### src/rtl/fcl_pkg.sv
`default_nettype none

package fcl_pkg;

  localparam int CW = 16;
  localparam int DW = CW + 1;
  localparam int PW = 2 * DW;
  localparam int NSLOT = 4;
  localparam int CUT_LAT = PW + 3;
  localparam int PIPE_LAT = 1 + NSLOT * CUT_LAT + 1;
  localparam int CFG_IDX_W = 2;

  typedef logic signed [CW-1:0] coord_t;

  localparam coord_t COORD_MAX = coord_t'({1'b0, {(CW-1){1'b1}}});
  localparam coord_t COORD_MIN = coord_t'({1'b1, {(CW-1){1'b0}}});

  localparam logic [CFG_IDX_W-1:0] REG_LEFT   = 2'd0;
  localparam logic [CFG_IDX_W-1:0] REG_BOTTOM = 2'd1;
  localparam logic [CFG_IDX_W-1:0] REG_RIGHT  = 2'd2;
  localparam logic [CFG_IDX_W-1:0] REG_TOP    = 2'd3;

  localparam coord_t WIN_LEFT_RST   = '0;
  localparam coord_t WIN_BOTTOM_RST = '0;
  localparam coord_t WIN_RIGHT_RST  = COORD_MAX;
  localparam coord_t WIN_TOP_RST    = COORD_MAX;

  localparam logic PT_S = 1'b0;
  localparam logic PT_E = 1'b1;

  typedef enum logic [1:0] {
    SIDE_L,
    SIDE_B,
    SIDE_R,
    SIDE_T
  } side_e;

  typedef struct packed {
    coord_t start_x;
    coord_t start_y;
    coord_t end_x;
    coord_t end_y;
  } line_t;

  typedef struct packed {
    coord_t clipped_start_x;
    coord_t clipped_start_y;
    coord_t clipped_end_x;
    coord_t clipped_end_y;
    logic   visible;
  } clip_t;

  typedef struct packed {
    coord_t left;
    coord_t bottom;
    coord_t right;
    coord_t top;
  } win_t;

  typedef struct packed {
    logic  cut_en;
    logic  cut_cond;
    logic  cut_pt;
    side_e cut_side;
    logic  rej_en;
    logic  rej_pt;
    side_e rej_side;
  } slot_t;

  typedef struct packed {
    slot_t [NSLOT-1:0] slot;
  } plan_t;

  typedef struct packed {
    line_t  orig;
    coord_t px0;
    coord_t py0;
    coord_t px1;
    coord_t py1;
    logic   rej;
    plan_t  plan;
  } seg_t;

  typedef struct packed {
    seg_t   seg;
    coord_t base;
    coord_t e;
    logic   neg;
    logic   den_zero;
    logic   do_cut;
    logic   horiz;
    logic   pt;
  } cutctx_t;

  function automatic coord_t side_val(side_e sd, win_t w);
    coord_t v;
    case (sd)
      SIDE_L:  v = w.left;
      SIDE_B:  v = w.bottom;
      SIDE_R:  v = w.right;
      SIDE_T:  v = w.top;
      default: v = w.left;
    endcase
    return v;
  endfunction

  // point lies beyond the given window side
  function automatic logic guard(side_e sd, coord_t x, coord_t y, win_t w);
    logic g;
    case (sd)
      SIDE_L:  g = x < w.left;
      SIDE_B:  g = y < w.bottom;
      SIDE_R:  g = x > w.right;
      SIDE_T:  g = y > w.top;
      default: g = 1'b0;
    endcase
    return g;
  endfunction

  function automatic logic signed [DW-1:0] ext(coord_t v);
    return {v[CW-1], v};
  endfunction

  function automatic slot_t cut_a(logic pt, side_e sd);
    slot_t s;
    s = '0;
    s.cut_en = 1'b1;
    s.cut_pt = pt;
    s.cut_side = sd;
    return s;
  endfunction

  function automatic slot_t cut_c(logic pt, side_e sd);
    slot_t s;
    s = cut_a(pt, sd);
    s.cut_cond = 1'b1;
    return s;
  endfunction

  function automatic slot_t with_rej(slot_t s, logic pt, side_e sd);
    slot_t r;
    r = s;
    r.rej_en = 1'b1;
    r.rej_pt = pt;
    r.rej_side = sd;
    return r;
  endfunction

  // region code pair to cut program, trivial flags rejection
  function automatic plan_t plan(logic [7:0] code, output logic trivial);
    plan_t p;
    p = '0;
    trivial = 1'b0;
    case (code)
      8'h00: ;
      8'h01: p.slot[0] = cut_a(PT_E, SIDE_L);
      8'h02: p.slot[0] = cut_a(PT_E, SIDE_R);
      8'h04: p.slot[0] = cut_a(PT_E, SIDE_B);
      8'h05: begin
        p.slot[0] = cut_a(PT_E, SIDE_L);
        p.slot[1] = cut_c(PT_E, SIDE_B);
      end
      8'h06: begin
        p.slot[0] = cut_a(PT_E, SIDE_R);
        p.slot[1] = cut_c(PT_E, SIDE_B);
      end
      8'h08: p.slot[0] = cut_a(PT_E, SIDE_T);
      8'h09: begin
        p.slot[0] = cut_a(PT_E, SIDE_L);
        p.slot[1] = cut_c(PT_E, SIDE_T);
      end
      8'h0A: begin
        p.slot[0] = cut_a(PT_E, SIDE_R);
        p.slot[1] = cut_c(PT_E, SIDE_T);
      end
      8'h10: p.slot[0] = cut_a(PT_S, SIDE_L);
      8'h12: begin
        p.slot[0] = cut_a(PT_S, SIDE_L);
        p.slot[1] = cut_a(PT_E, SIDE_R);
      end
      8'h14: begin
        p.slot[0] = cut_a(PT_S, SIDE_L);
        p.slot[1] = with_rej(cut_a(PT_E, SIDE_B), PT_S, SIDE_B);
      end
      8'h16: begin
        p.slot[0] = cut_a(PT_S, SIDE_L);
        p.slot[1] = with_rej(cut_a(PT_E, SIDE_B), PT_S, SIDE_B);
        p.slot[2] = cut_c(PT_E, SIDE_R);
      end
      8'h18: begin
        p.slot[0] = cut_a(PT_S, SIDE_L);
        p.slot[1] = with_rej(cut_a(PT_E, SIDE_T), PT_S, SIDE_T);
      end
      8'h1A: begin
        p.slot[0] = cut_a(PT_S, SIDE_L);
        p.slot[1] = with_rej(cut_a(PT_E, SIDE_T), PT_S, SIDE_T);
        p.slot[2] = cut_c(PT_E, SIDE_R);
      end
      8'h20: p.slot[0] = cut_a(PT_S, SIDE_R);
      8'h21: begin
        p.slot[0] = cut_a(PT_S, SIDE_R);
        p.slot[1] = cut_a(PT_E, SIDE_L);
      end
      8'h24: begin
        p.slot[0] = cut_a(PT_S, SIDE_R);
        p.slot[1] = with_rej(cut_a(PT_E, SIDE_B), PT_S, SIDE_B);
      end
      8'h25: begin
        p.slot[0] = cut_a(PT_S, SIDE_R);
        p.slot[1] = with_rej(cut_a(PT_E, SIDE_B), PT_S, SIDE_B);
        p.slot[2] = cut_c(PT_E, SIDE_L);
      end
      8'h28: begin
        p.slot[0] = cut_a(PT_S, SIDE_R);
        p.slot[1] = with_rej(cut_a(PT_E, SIDE_T), PT_S, SIDE_T);
      end
      8'h29: begin
        p.slot[0] = cut_a(PT_S, SIDE_R);
        p.slot[1] = with_rej(cut_a(PT_E, SIDE_T), PT_S, SIDE_T);
        p.slot[2] = cut_c(PT_E, SIDE_L);
      end
      8'h40: p.slot[0] = cut_a(PT_S, SIDE_B);
      8'h41: begin
        p.slot[0] = cut_a(PT_S, SIDE_B);
        p.slot[1] = with_rej(cut_a(PT_E, SIDE_L), PT_S, SIDE_L);
        p.slot[2] = cut_c(PT_E, SIDE_B);
      end
      8'h42: begin
        p.slot[0] = cut_a(PT_S, SIDE_B);
        p.slot[1] = with_rej(cut_a(PT_E, SIDE_R), PT_S, SIDE_R);
      end
      8'h48: begin
        p.slot[0] = cut_a(PT_S, SIDE_B);
        p.slot[1] = cut_a(PT_E, SIDE_T);
      end
      8'h49: begin
        p.slot[0] = cut_a(PT_S, SIDE_B);
        p.slot[1] = with_rej(cut_a(PT_E, SIDE_L), PT_S, SIDE_L);
        p.slot[2] = cut_c(PT_E, SIDE_T);
      end
      8'h4A: begin
        p.slot[0] = cut_a(PT_S, SIDE_B);
        p.slot[1] = with_rej(cut_a(PT_E, SIDE_R), PT_S, SIDE_R);
        p.slot[2] = cut_c(PT_E, SIDE_T);
      end
      8'h50: begin
        p.slot[0] = cut_a(PT_S, SIDE_L);
        p.slot[1] = cut_c(PT_S, SIDE_B);
      end
      8'h52: begin
        p.slot[0] = cut_a(PT_E, SIDE_R);
        p.slot[1] = with_rej(cut_a(PT_S, SIDE_B), PT_E, SIDE_B);
        p.slot[2] = cut_c(PT_S, SIDE_L);
      end
      8'h58: begin
        p.slot[0] = cut_a(PT_E, SIDE_T);
        p.slot[1] = with_rej(cut_a(PT_S, SIDE_B), PT_E, SIDE_L);
        p.slot[2] = cut_c(PT_S, SIDE_L);
      end
      8'h5A: begin
        p.slot[0] = cut_a(PT_S, SIDE_L);
        p.slot[1] = with_rej(cut_a(PT_E, SIDE_R), PT_S, SIDE_T);
        p.slot[2] = with_rej(cut_c(PT_S, SIDE_B), PT_E, SIDE_B);
        p.slot[3] = cut_c(PT_E, SIDE_T);
      end
      8'h60: begin
        p.slot[0] = cut_a(PT_S, SIDE_R);
        p.slot[1] = cut_c(PT_S, SIDE_B);
      end
      8'h61: begin
        p.slot[0] = cut_a(PT_E, SIDE_L);
        p.slot[1] = with_rej(cut_a(PT_S, SIDE_B), PT_E, SIDE_B);
        p.slot[2] = cut_c(PT_S, SIDE_R);
      end
      8'h68: begin
        p.slot[0] = cut_a(PT_E, SIDE_T);
        p.slot[1] = with_rej(cut_a(PT_S, SIDE_R), PT_E, SIDE_R);
        p.slot[2] = cut_c(PT_S, SIDE_B);
      end
      8'h69: begin
        p.slot[0] = cut_a(PT_E, SIDE_L);
        p.slot[1] = with_rej(cut_a(PT_S, SIDE_R), PT_E, SIDE_B);
        p.slot[2] = with_rej(cut_c(PT_E, SIDE_T), PT_S, SIDE_T);
        p.slot[3] = cut_c(PT_S, SIDE_B);
      end
      8'h80: p.slot[0] = cut_a(PT_S, SIDE_T);
      8'h81: begin
        p.slot[0] = cut_a(PT_S, SIDE_T);
        p.slot[1] = with_rej(cut_a(PT_E, SIDE_L), PT_S, SIDE_L);
      end
      8'h82: begin
        p.slot[0] = cut_a(PT_S, SIDE_T);
        p.slot[1] = with_rej(cut_a(PT_E, SIDE_R), PT_S, SIDE_R);
      end
      8'h84: begin
        p.slot[0] = cut_a(PT_S, SIDE_T);
        p.slot[1] = cut_a(PT_E, SIDE_B);
      end
      8'h85: begin
        p.slot[0] = cut_a(PT_S, SIDE_T);
        p.slot[1] = with_rej(cut_a(PT_E, SIDE_L), PT_S, SIDE_L);
        p.slot[2] = cut_c(PT_E, SIDE_B);
      end
      8'h86: begin
        p.slot[0] = cut_a(PT_S, SIDE_T);
        p.slot[1] = with_rej(cut_a(PT_E, SIDE_R), PT_S, SIDE_R);
        p.slot[2] = cut_c(PT_E, SIDE_B);
      end
      8'h90: begin
        p.slot[0] = cut_a(PT_S, SIDE_L);
        p.slot[1] = cut_c(PT_S, SIDE_T);
      end
      8'h92: begin
        p.slot[0] = cut_a(PT_E, SIDE_R);
        p.slot[1] = with_rej(cut_a(PT_S, SIDE_T), PT_E, SIDE_T);
        p.slot[2] = cut_c(PT_S, SIDE_L);
      end
      8'h94: begin
        p.slot[0] = cut_a(PT_E, SIDE_B);
        p.slot[1] = with_rej(cut_a(PT_S, SIDE_L), PT_E, SIDE_L);
        p.slot[2] = cut_c(PT_S, SIDE_T);
      end
      8'h96: begin
        p.slot[0] = cut_a(PT_S, SIDE_L);
        p.slot[1] = with_rej(cut_a(PT_E, SIDE_R), PT_S, SIDE_B);
        p.slot[2] = with_rej(cut_c(PT_S, SIDE_T), PT_E, SIDE_T);
        p.slot[3] = cut_c(PT_E, SIDE_B);
      end
      8'hA0: begin
        p.slot[0] = cut_a(PT_S, SIDE_R);
        p.slot[1] = cut_c(PT_S, SIDE_T);
      end
      8'hA1: begin
        p.slot[0] = cut_a(PT_E, SIDE_L);
        p.slot[1] = with_rej(cut_a(PT_S, SIDE_T), PT_E, SIDE_T);
        p.slot[2] = cut_c(PT_S, SIDE_R);
      end
      8'hA4: begin
        p.slot[0] = cut_a(PT_E, SIDE_B);
        p.slot[1] = with_rej(cut_a(PT_S, SIDE_R), PT_E, SIDE_R);
        p.slot[2] = cut_c(PT_S, SIDE_T);
      end
      8'hA5: begin
        p.slot[0] = cut_a(PT_E, SIDE_L);
        p.slot[1] = with_rej(cut_a(PT_S, SIDE_R), PT_E, SIDE_T);
        p.slot[2] = with_rej(cut_c(PT_E, SIDE_B), PT_S, SIDE_B);
        p.slot[3] = cut_c(PT_S, SIDE_T);
      end
      default: trivial = 1'b1;
    endcase
    return p;
  endfunction

endpackage

`default_nettype wire

### src/rtl/fcl_classify.sv
`default_nettype none

module fcl_classify (
  input  wire logic          clk_i,
  input  wire logic          rst_ni,
  input  wire fcl_pkg::win_t win_i,
  input  wire logic          valid_i,
  input  wire fcl_pkg::line_t line_i,
  output logic               valid_o,
  output fcl_pkg::seg_t      seg_o
);

  logic [7:0] code;
  logic trivial;
  fcl_pkg::plan_t plan;
  fcl_pkg::seg_t seg_d;
  fcl_pkg::seg_t seg_q;
  logic valid_q;

  always_comb begin
    code[7] = line_i.start_y > win_i.top;
    code[6] = !code[7] && (line_i.start_y < win_i.bottom);
    code[5] = line_i.start_x > win_i.right;
    code[4] = !code[5] && (line_i.start_x < win_i.left);
    code[3] = line_i.end_y > win_i.top;
    code[2] = !code[3] && (line_i.end_y < win_i.bottom);
    code[1] = line_i.end_x > win_i.right;
    code[0] = !code[1] && (line_i.end_x < win_i.left);
    plan = fcl_pkg::plan(code, trivial);
    seg_d.orig = line_i;
    seg_d.px0 = line_i.start_x;
    seg_d.py0 = line_i.start_y;
    seg_d.px1 = line_i.end_x;
    seg_d.py1 = line_i.end_y;
    seg_d.rej = trivial;
    seg_d.plan = plan;
  end

  always_ff @(posedge clk_i or negedge rst_ni) begin
    if (!rst_ni) begin
      valid_q <= 1'b0;
    end else begin
      valid_q <= valid_i;
    end
  end

  always_ff @(posedge clk_i) begin
    seg_q <= seg_d;
  end

  assign valid_o = valid_q;
  assign seg_o = seg_q;

endmodule

`default_nettype wire

### config.mk
export PLATFORM = sky130hd
export DESIGN_NAME = fcl_classify
export DESIGN_NICKNAME = d
export VERILOG_FILES = /design/src/rtl/fcl_pkg.sv /design/src/rtl/fcl_classify.sv
export SDC_FILE = /design/constraint.sdc
export NUM_CORES = 1
export LEC_CHECK = 0
export BUFFER_PORTS_ARGS = -buffer_cell sky130_fd_sc_hd__buf_2
export CAP_MARGIN = 20
export CORE_AREA = 5 5 131 133
export CTS_BUF_LIST = sky130_fd_sc_hd__clkbuf_8
export DETAILED_ROUTE_END_ITERATION = 10
export DIE_AREA = 0 0 136 138
export PLACE_DENSITY = 0.83
export SETUP_SLACK_MARGIN = 0.15
export SLEW_MARGIN = 40
export SYNTH_ARGS = -nofsm -noshare
export SYNTH_HDL_FRONTEND = slang
export SYNTH_SLANG_ARGS = --single-unit
### constraint.sdc
create_clock -name clk_i -period 0.8 [get_ports clk_i]
set_input_delay 0.04 -clock clk_i [delete_from_list [all_inputs] [get_ports clk_i]]
set_output_delay 0.04 -clock clk_i [all_outputs]
set_load 0.005 [all_outputs]
Yosys cells after proc, flatten, opt, wreduce, memory -nomap -nowiden

Index checks and enable logic that the tools add are counted.

Bits in registers: 102
Latch bits: 0
Memory bits (writable): 0
Bits in read-only memories: 0
Bits of input ports: 131
Output and inout port bits: 166
Logic and storage cells: 131
Memories kept: 0

Add/sub/neg operators: 0
Multipliers: 0
Div/mod/pow operators: 0
$lt $le $gt $ge: 8
Eq/ne operators: 48
Shift-type cells: 0
Mux-type cells: 5
Bitwise logic cells: 0
Reduce and logical (&&, ||, !) cells: 36

Operators by type and width:

| cell                                          | count |
|---|---|
| case mux 9 bit (21 select lines)              | 1 |
| == test 8 x 7 -> 1 bit, second input constant | 14 |
| == test 8 bit, second input constant          | 14 |
| case mux 9 bit (12 select lines)              | 1 |
| case mux 9 bit (8 select lines)               | 1 |
| greater-than comparator 16 bit                | 4 |
| < comparator 16 bit                           | 4 |
| OR reduction 49 bit                           | 1 |
| == test 8 x 5 -> 1 bit, second input constant | 6 |
| == test 8 x 6 -> 1 bit, second input constant | 6 |
| case mux 9 bit (4 select lines)               | 1 |
| == test 8 x 3 -> 1 bit, second input constant | 3 |
| == test 8 x 4 -> 1 bit, second input constant | 3 |
| OR reduction 2 bit                            | 12 |
| OR reduction 4 bit                            | 4 |
| OR reduction 3 bit                            | 4 |
| OR reduction 6 bit                            | 2 |
| OR reduction 10 bit                           | 1 |
| == test 8 x 1 -> 1 bit, second input constant | 1 |
| == test 8 x 2 -> 1 bit, second input constant | 1 |
| zero test 8 bit                               | 1 |
| OR reduction 8 bit                            | 1 |
| OR reduction 7 bit                            | 1 |
| OR reduction 5 bit                            | 1 |
| other kinds (3)                               | 9 |

Depth between registers and ports, before layout

Gate-level depths: netlist (run 1).

Depth after elaboration: 6
Mapped depth: 13
Gate-level depth less buffers: 12

Worst setup path before layout (run 1)

Ideal clock, no wire load.

Kind: input-to-reg
From: in win_i[1] in the netlist's numbering
To: reg seg_q, in the netlist seg_o[14]
Library setup time: 0.130 ns
Arrival: 2.598 ns
Required time: 0.670 ns
Path slack: -1.928 ns
Cell stages on the path: 13
Path buffers: 1
Cells stage by stage: inv_1 > ha_1 > nor2b_1 > o211ai_1 > a2111o_1 > nand3_1 > mux2_2 > buf_6 > nand2_1 > a21boi_0 > nor3_1 > or4_1 > nand4b_1

RTL lines:

| element              | RTL line           | RTL |
|---|---|---|
| start, declared      | fcl_classify.sv:6  | `input wire fcl_pkg::win_t win_i,` |
| end signal, assigned | fcl_classify.sv:48 | `seg_q <= seg_d;` |
| end, declared        | fcl_classify.sv:17 | `fcl_pkg::seg_t seg_q;` |

==> summary.md, run 1 <==
| Metric | Value |
|---|---|
| Residual DRC | 0 |
| Via/cell ratio | 5.204 |
| Flop pwr share | 33.2% |
| Critical path type | input port to flop |
| Worst hold path type | input port to flop |
| Failing checks | negative setup slack |
| Fin crit period | 2.609 ns |
| Switch Pwr | 5.403 mW |
| CTS H-tree depth | 3 |
| Largest net degree at the start of global routing | 16 |
| Status | finished, violations left |
| Max-Cap Viols | 0 |
| Placed instance count | 1285 |
| Die Span X | 136 um |
| Clock sinks | 89 |
| Number of DRC markers in iteration 0 | 272 |
| Vias in the first global route | 7715 |
| Routed vias | 7348 |
| Yosys synthesis warning count | 0 |
| Syn avg cell area | 8.776 sq um |
| Critical path data required time | 1.06 ns |
| Rows | 46 |
| Final Cycle Share | 326.1% |
| Final setup viols | 181 |
| Post-route insts no fill | 1412 |
| Number of synthesized flops with an enable pin | 0 |
| Top achievable clock speed | 0.3833 GHz |
| Final WL | 27.17 mm |
| Static Leak | 5.605 nW |
| RSZ-0062 raised after global routing | yes |
| I/O Buffers | 287 |
| Area contributors post-synth | dfxtp_1, ha_1, buf_4 |
| Highest metal used | met4 |
| Post-synth ARST share | 1.124% |
| Global-route wire length before repair | 39.21 mm |
| Post-Syn Area | 6205 sq um |
| Met2 routed WL | 14.23 mm |
| Die height | 138 um |
| Starting Density | 39.49% |
| Crit path DAT | 2.87 ns |
| Detail Route met3 WL | 2.110 mm |
| Root Driver | clkbuf_8 |
| Die area | 18770 sq um |
| Seq/Total Area, Yosys | 28.80% |
| Worst Path Max Fanout | 4 |
| CTS buffer count | 9 |
| Hold path start | line_i[47] |
| NumNets Final | 1446 |
| Primary FF master, synth | dfxtp_1 |
| Yosys cell types | 69 |
| Area delta synth->final | 80.84% |
| Max VDD drop | 837.5 uV |
| Sw frac | 35.25% |
| Reg clk slew, reported paths | 0.11 ns |
| Post-synth top area share | 28.39% |
| DP HPWL | 19.22 mm |
| Routed wire per std cell | 19.24 um |
| Total power | 15.33 mW |
| Clock network power share | 19.7% |
| Fin worst setup slack | -1.809 ns |
| Final Max Tran Viols | 0 |
| Drt pass-1 iters | 4 |
| All-Layer GR Usage | 26.03% |
| CTS max path bufs | 2 |
| Routed Antenna Nets | 0 |
| Met1 Wirelength | 9.734 mm |
| Area leader, netlist | dfxtp_1 |
| Hold Path Sink | seg_o[84] |
| ANT cells | 0 |
| Internal power | 9.923 mW |
| Worst Hold Depth | 2 |
| Core Region | 15710 sq um |
| Critical path launch point type | input port |
| Crit path capture type | flop |
| Top Ports | 297 |
| Logic pwr share | 47.1% |
| RD Place Congestion | 0.9480 |
| Synth Instances | 707 |
| Power Density | 1366 nW/um^2 |
| Share of post-route cells with drive strength above 1 | 58.95% |
| Register bit count reported by yosys | 89 |
| Final Hold Fails | 0 |
| CTS tree | done |
| Initial antenna violation count | 0 |
| Total gr overflow | 0 |
power groups by stage:
stage | Combinational, mW | Clock, mW | Sequential [mW]
after floorplan | 2.60 | 0 | 5.14
after global placement | 5.04 | 0 | 5.09
after detailed placement | 5.14 | 0 | 5.10
after CTS | 6.47 | 3.09 | 5.04
after global routing | 7.69 | 3.32 | 5.14
final | 7.21 | 3.02 | 5.10
final cells by class:
class,instances,area (sq um)
flip-flops and latches,89,1881
repair buffers,546,4131
well taps,216,270.3
clock inverters,6,42.54
fillers,1075,4492
clock buffers,10,137.6
multi-input cells,472,4469
inverters,73,289.0
synth_stat cells, drive strengths merged (2+ instances only):
cell / n
nor2b: 7
o21a: 3
nand2: 52
and3: 4
o31ai: 2
or3b: 2
a21oi: 47
or2: 3
nand3: 17
a31oi: 8
and2: 4
xnor2: 3
mux2: 2
nand4: 17
mux2i: 3
o32ai: 3
a211o: 2
a211oi: 10
a2111oi: 4
ha: 124
o21ai: 23
nor3b: 2
nor3: 12
nor4: 6
nor2: 38
a21boi: 5
a21o: 9
o211ai: 9
dfxtp: 88
a31o: 3
a2111o: 3
or3: 2
nand2b: 6
or4: 2
o22ai: 10
buf: 80
nand3b: 3
inv: 73
flip-flops by register name, summed over array words and instances (netlist names):
name / cells
seg_o: 88
valid_o: 1
metal layers:
layer / up-vias / global-route usage [%]
met5: - / 0
met4: 0 / 11.09
met3: 86 / 5.334
met2: 391 / 49.10
met1: 3443 / 27.51
li1: 3428 / -
critical path: stages:
cell and delay (ns):
buf_2 0.08, inv_1 0.08, ha_4 0.29, nand4_1 0.26, a2111oi_1 0.53, or4_4 0.23, and2_4 0.16, nor2_4 0.05
buf_4 0.15, nand3_1 0.11, a21oi_2 0.08, a2111o_1 0.43, or3b_1 0.39
stage by stage:
stage | hold slack [ns] | TNS, ns | util (%) | cell area (sq um) | setup slack, ns
finish | 0.2969 | -49.08 | 71.41 | 11220 | -1.809
global route | 0.2874 | -56.86 | 71.41 | 11220 | -1.897
CTS | 0.2803 | -48.68 | 67.73 | 10640 | -1.619
detailed placement | -0.1843 | -48.96 | 55.10 | 8657 | -2.317
global placement | -0.1858 | -49.41 | 55.10 | 8657 | -2.358
floorplan | -0.2556 | -34.88 | - | 6446 | -1.758
layout by cell type, fill, tap and decap left out, types with 11 or more instances in the layout:
master	instances
dlygate4sd3_1	67
buf_6	98
nand2_1	38
inv_1	60
buf_2	215
a21oi_1	39
buf_4	162
nor2_1	22
dfxtp_1	17
dfxtp_2	69
nor2_4	11
nand3_1	11
ha_1	105
nand4_1	17
ha_4	19
worst max path at each step:
stage	slack, ns	to	from
5_1_grt	-1.90	seg_o[14]	win_i[28]
3_5_place_dp	-2.32	seg_o[8]	win_i[47]
2_1_floorplan	-1.76	seg_o[8]	win_i[63]
6_report	-1.81	seg_o[25]	win_i[31]
3_3_place_gp	-2.36	seg_o[8]	win_i[47]
4_1_cts	-1.62	seg_o[14]	line_i[63]
logic make-up after synthesis:
kind of cell,after synthesis,share of synthesized area (%)
flip-flops,89,28.80
other,1,0.06044
multiplexers,5,0.9074
XOR/XNOR,3,0.4235
buffers and inverters,154,14.18
AND/OR/NAND/NOR,179,14.36
adder cells (fa/ha/maj),124,25.01
AO/OA/AOI/OAI,152,16.27
what timing repair did:
item / CTS / global route
resized for setup: 230 / 106
setup buffers: 32 / 12
pin swaps: 66 / 35
endpoints found under the setup margin: 181 / 181
hold buffers: 67 / 0
hold endpoints to repair: 66 / 0
gates cloned: 0 / 0
No activity file was read; power rests on OpenSTA's default activity.
==> inputs of run 2 (changes only) <==
PLACE_DENSITY = 0.8   (was 0.83)
TNS_END_PERCENT = 50   (was unset)
clock period = 2.7 ns   (was 0.8 ns; I/O delays follow)
==> summary.md, run 2 (same netlist as run 1, synthesis figures left out) <==
| Metric | Value |
|---|---|
| Residual DRC | 0 (unchanged) |
| Routed Antenna Nets | 0 (unchanged) |
| Share of post-route cells with drive strength above 1 | 49.19% (was 58.95%) |
| Hold path start | line_i[40] (was line_i[47]) |
| Initial antenna violation count | 0 (unchanged) |
| CTS tree | done (unchanged) |
| Core Region | 15710 sq um (unchanged) |
| Placed instance count | 1289 (was 1285) |
| Critical path type | input port to flop (unchanged) |
| All-Layer GR Usage | 24.78% (was 26.03%) |
| Most frequent cells in the layout | buf_2, buf_4, ha_1 (unchanged) |
| Die area | 18770 sq um (unchanged) |
| Starting Density | 39.49% (unchanged) |
| Top Ports | 297 (unchanged) |
| Clock sinks | 89 (unchanged) |
| Global-route wire length before repair | 37.37 mm (was 39.21 mm) |
| Critical path data required time | 3.03 ns (was 1.06 ns) |
| Most common cell after layout, fill and taps aside | buf_2 (unchanged) |
| CTS max path bufs | 2 (unchanged) |
| Power Density | 421.7 nW/um^2 (was 1366 nW/um^2) |
| Total gr overflow | 0 (unchanged) |
| Worst Path Max Fanout | 5 (was 4) |
| Status | finished, final reports clean (was finished, violations left) |
| Final setup viols | 0 (was 181) |
| Die height | 138 um (unchanged) |
| Area delta synth->final | 66.20% (was 80.84%) |
| Routed wire per std cell | 18.08 um (was 19.24 um) |
| Number of DRC markers in iteration 0 | 285 (was 272) |
| ANT cells | 0 (unchanged) |
| Final core occ | 65.63% (was 71.41%) |
| Fin worst setup slack | 0.02200 ns (was -1.809 ns) |
| RD Place Congestion | 0.9176 (was 0.9480) |
| Routed vias | 7154 (was 7348) |
| Design area | 10310 sq um (was 11220 sq um) |
| Vias in the first global route | 7535 (was 7715) |
| Final WL | 25.15 mm (was 27.17 mm) |
| CTS buffer count | 9 (unchanged) |
| Critical path launch point type | input port (unchanged) |
| Max-Cap Viols | 0 (unchanged) |
| Static Leak | 5.313 nW (was 5.605 nW) |
| Final Max Tran Viols | 0 (unchanged) |
| Reg clk slew, reported paths | 0.09 ns (was 0.11 ns) |
| Area after DPL | 8548 sq um (was 8657 sq um) |
| Max FFs per register | 88 (unchanged) |
| Drt pass-1 iters | 5 (was 4) |
| Worst setup path startpoint | win_i[31] (unchanged) |
| Fin crit period | 2.678 ns |
| Post-Place Worst Slack | -0.6930 ns (was -2.317 ns) |
| Root Driver | clkbuf_8 (unchanged) |
| Crit path capture type | flop (unchanged) |
| Post-route insts no fill | 1391 (was 1412) |
| Via/cell ratio | 5.143 (was 5.204) |
| Die Span X | 136 um (unchanged) |
| Crit path DAT | 3.01 ns (was 2.87 ns) |
| NumNets Final | 1426 (was 1446) |
| RSZ-0062 raised after global routing | yes (unchanged) |
| Final Cycle Share | 99.19% |
| DP HPWL | 18.66 mm (was 19.22 mm) |
| Worst hold path type | input port to flop (unchanged) |
| CTS H-tree depth | 3 (unchanged) |
| Top achievable clock speed | 0.3734 GHz |
| Rows | 46 (unchanged) |
| Largest net degree at the start of global routing | 15 (was 16) |
| Max VDD drop | 217.7 uV (was 837.5 uV) |
| Final Hold Fails | 0 (unchanged) |
| Setup TNS | 0 ns (was -49.08 ns) |
| Final hold slack | 0.02920 ns (was 0.2969 ns) |
| Total power | 4.349 mW (was 15.33 mW) |
| I/O Buffers | 287 (unchanged) |
## run 2: changes by cell type in the layout (fill, tap and decap cells not counted), moves of 4 or more
cell	change
ha_4	-5
o21ai_0	+5
nor2_4	-6
nand2_4	-4
dfxtp_1	+71
nor2_1	+5
nand3_1	+4
nand2_1	+7
buf_2	+57
buf_4	+8
buf_6	-81
dfxtp_2	-69
## run 2: layout make-up
cell class	instances	area, sq um
multi-input combinational	472	4259
clock buffer	11	151.4
inverter	73	279.0
tap	216	270.3
fill	1232	5400
timing repair buffer	526	3515
sequential	89	1787
clock inverter	4	51.30
## run 2: repair_timing
action | CTS | global route
hold buffers | 65 | 0
endpoints found under the setup margin | 18 | 16
pin swaps | 26 | 16
buffers inserted | 10 | 12
hold endpoints to repair | 65 | 0
gates resized for setup | 71 | 74
## run 2: report_power, final
group	switching [mW]	total (mW)	internal [mW]
Clock	0.516	0.992	0.476
Combinational	0.919	1.88	0.959
Sequential	0.0465	1.48	1.43
Total	1.48	4.35	2.87
## run 2: path summary, 6_finish.rpt
path	cells past startpoint	endpoint
max	15	seg_o[36]
max in group asynchronous	2	valid_o
min	2	seg_o[77]
min in group asynchronous	2	valid_o
## run 2: critical path, cell delays in order
cell and delay [ns]:
buf_2 0.10, inv_1 0.09, ha_1 0.35, nand4_1 0.16, nor4_2 0.37, o21ai_1 0.18, a31o_4 0.31, o211ai_4 0.15
xnor2_2 0.17, nor4_4 0.06, a311oi_2 0.27, buf_4 0.18, nand2_4 0.05, nor4_4 0.27, buf_4 0.16
## run 2: layer usage
layer | global-route usage, % | vias to the layer above | routed length (um)
met5 | 0 | - | 0
met4 | 13.47 | 0 | 1287
met3 | 5.697 | 90 | 1873
met2 | 44.69 | 367 | 12850
met1 | 26.31 | 3318 | 9141
li1 | - | 3379 | -
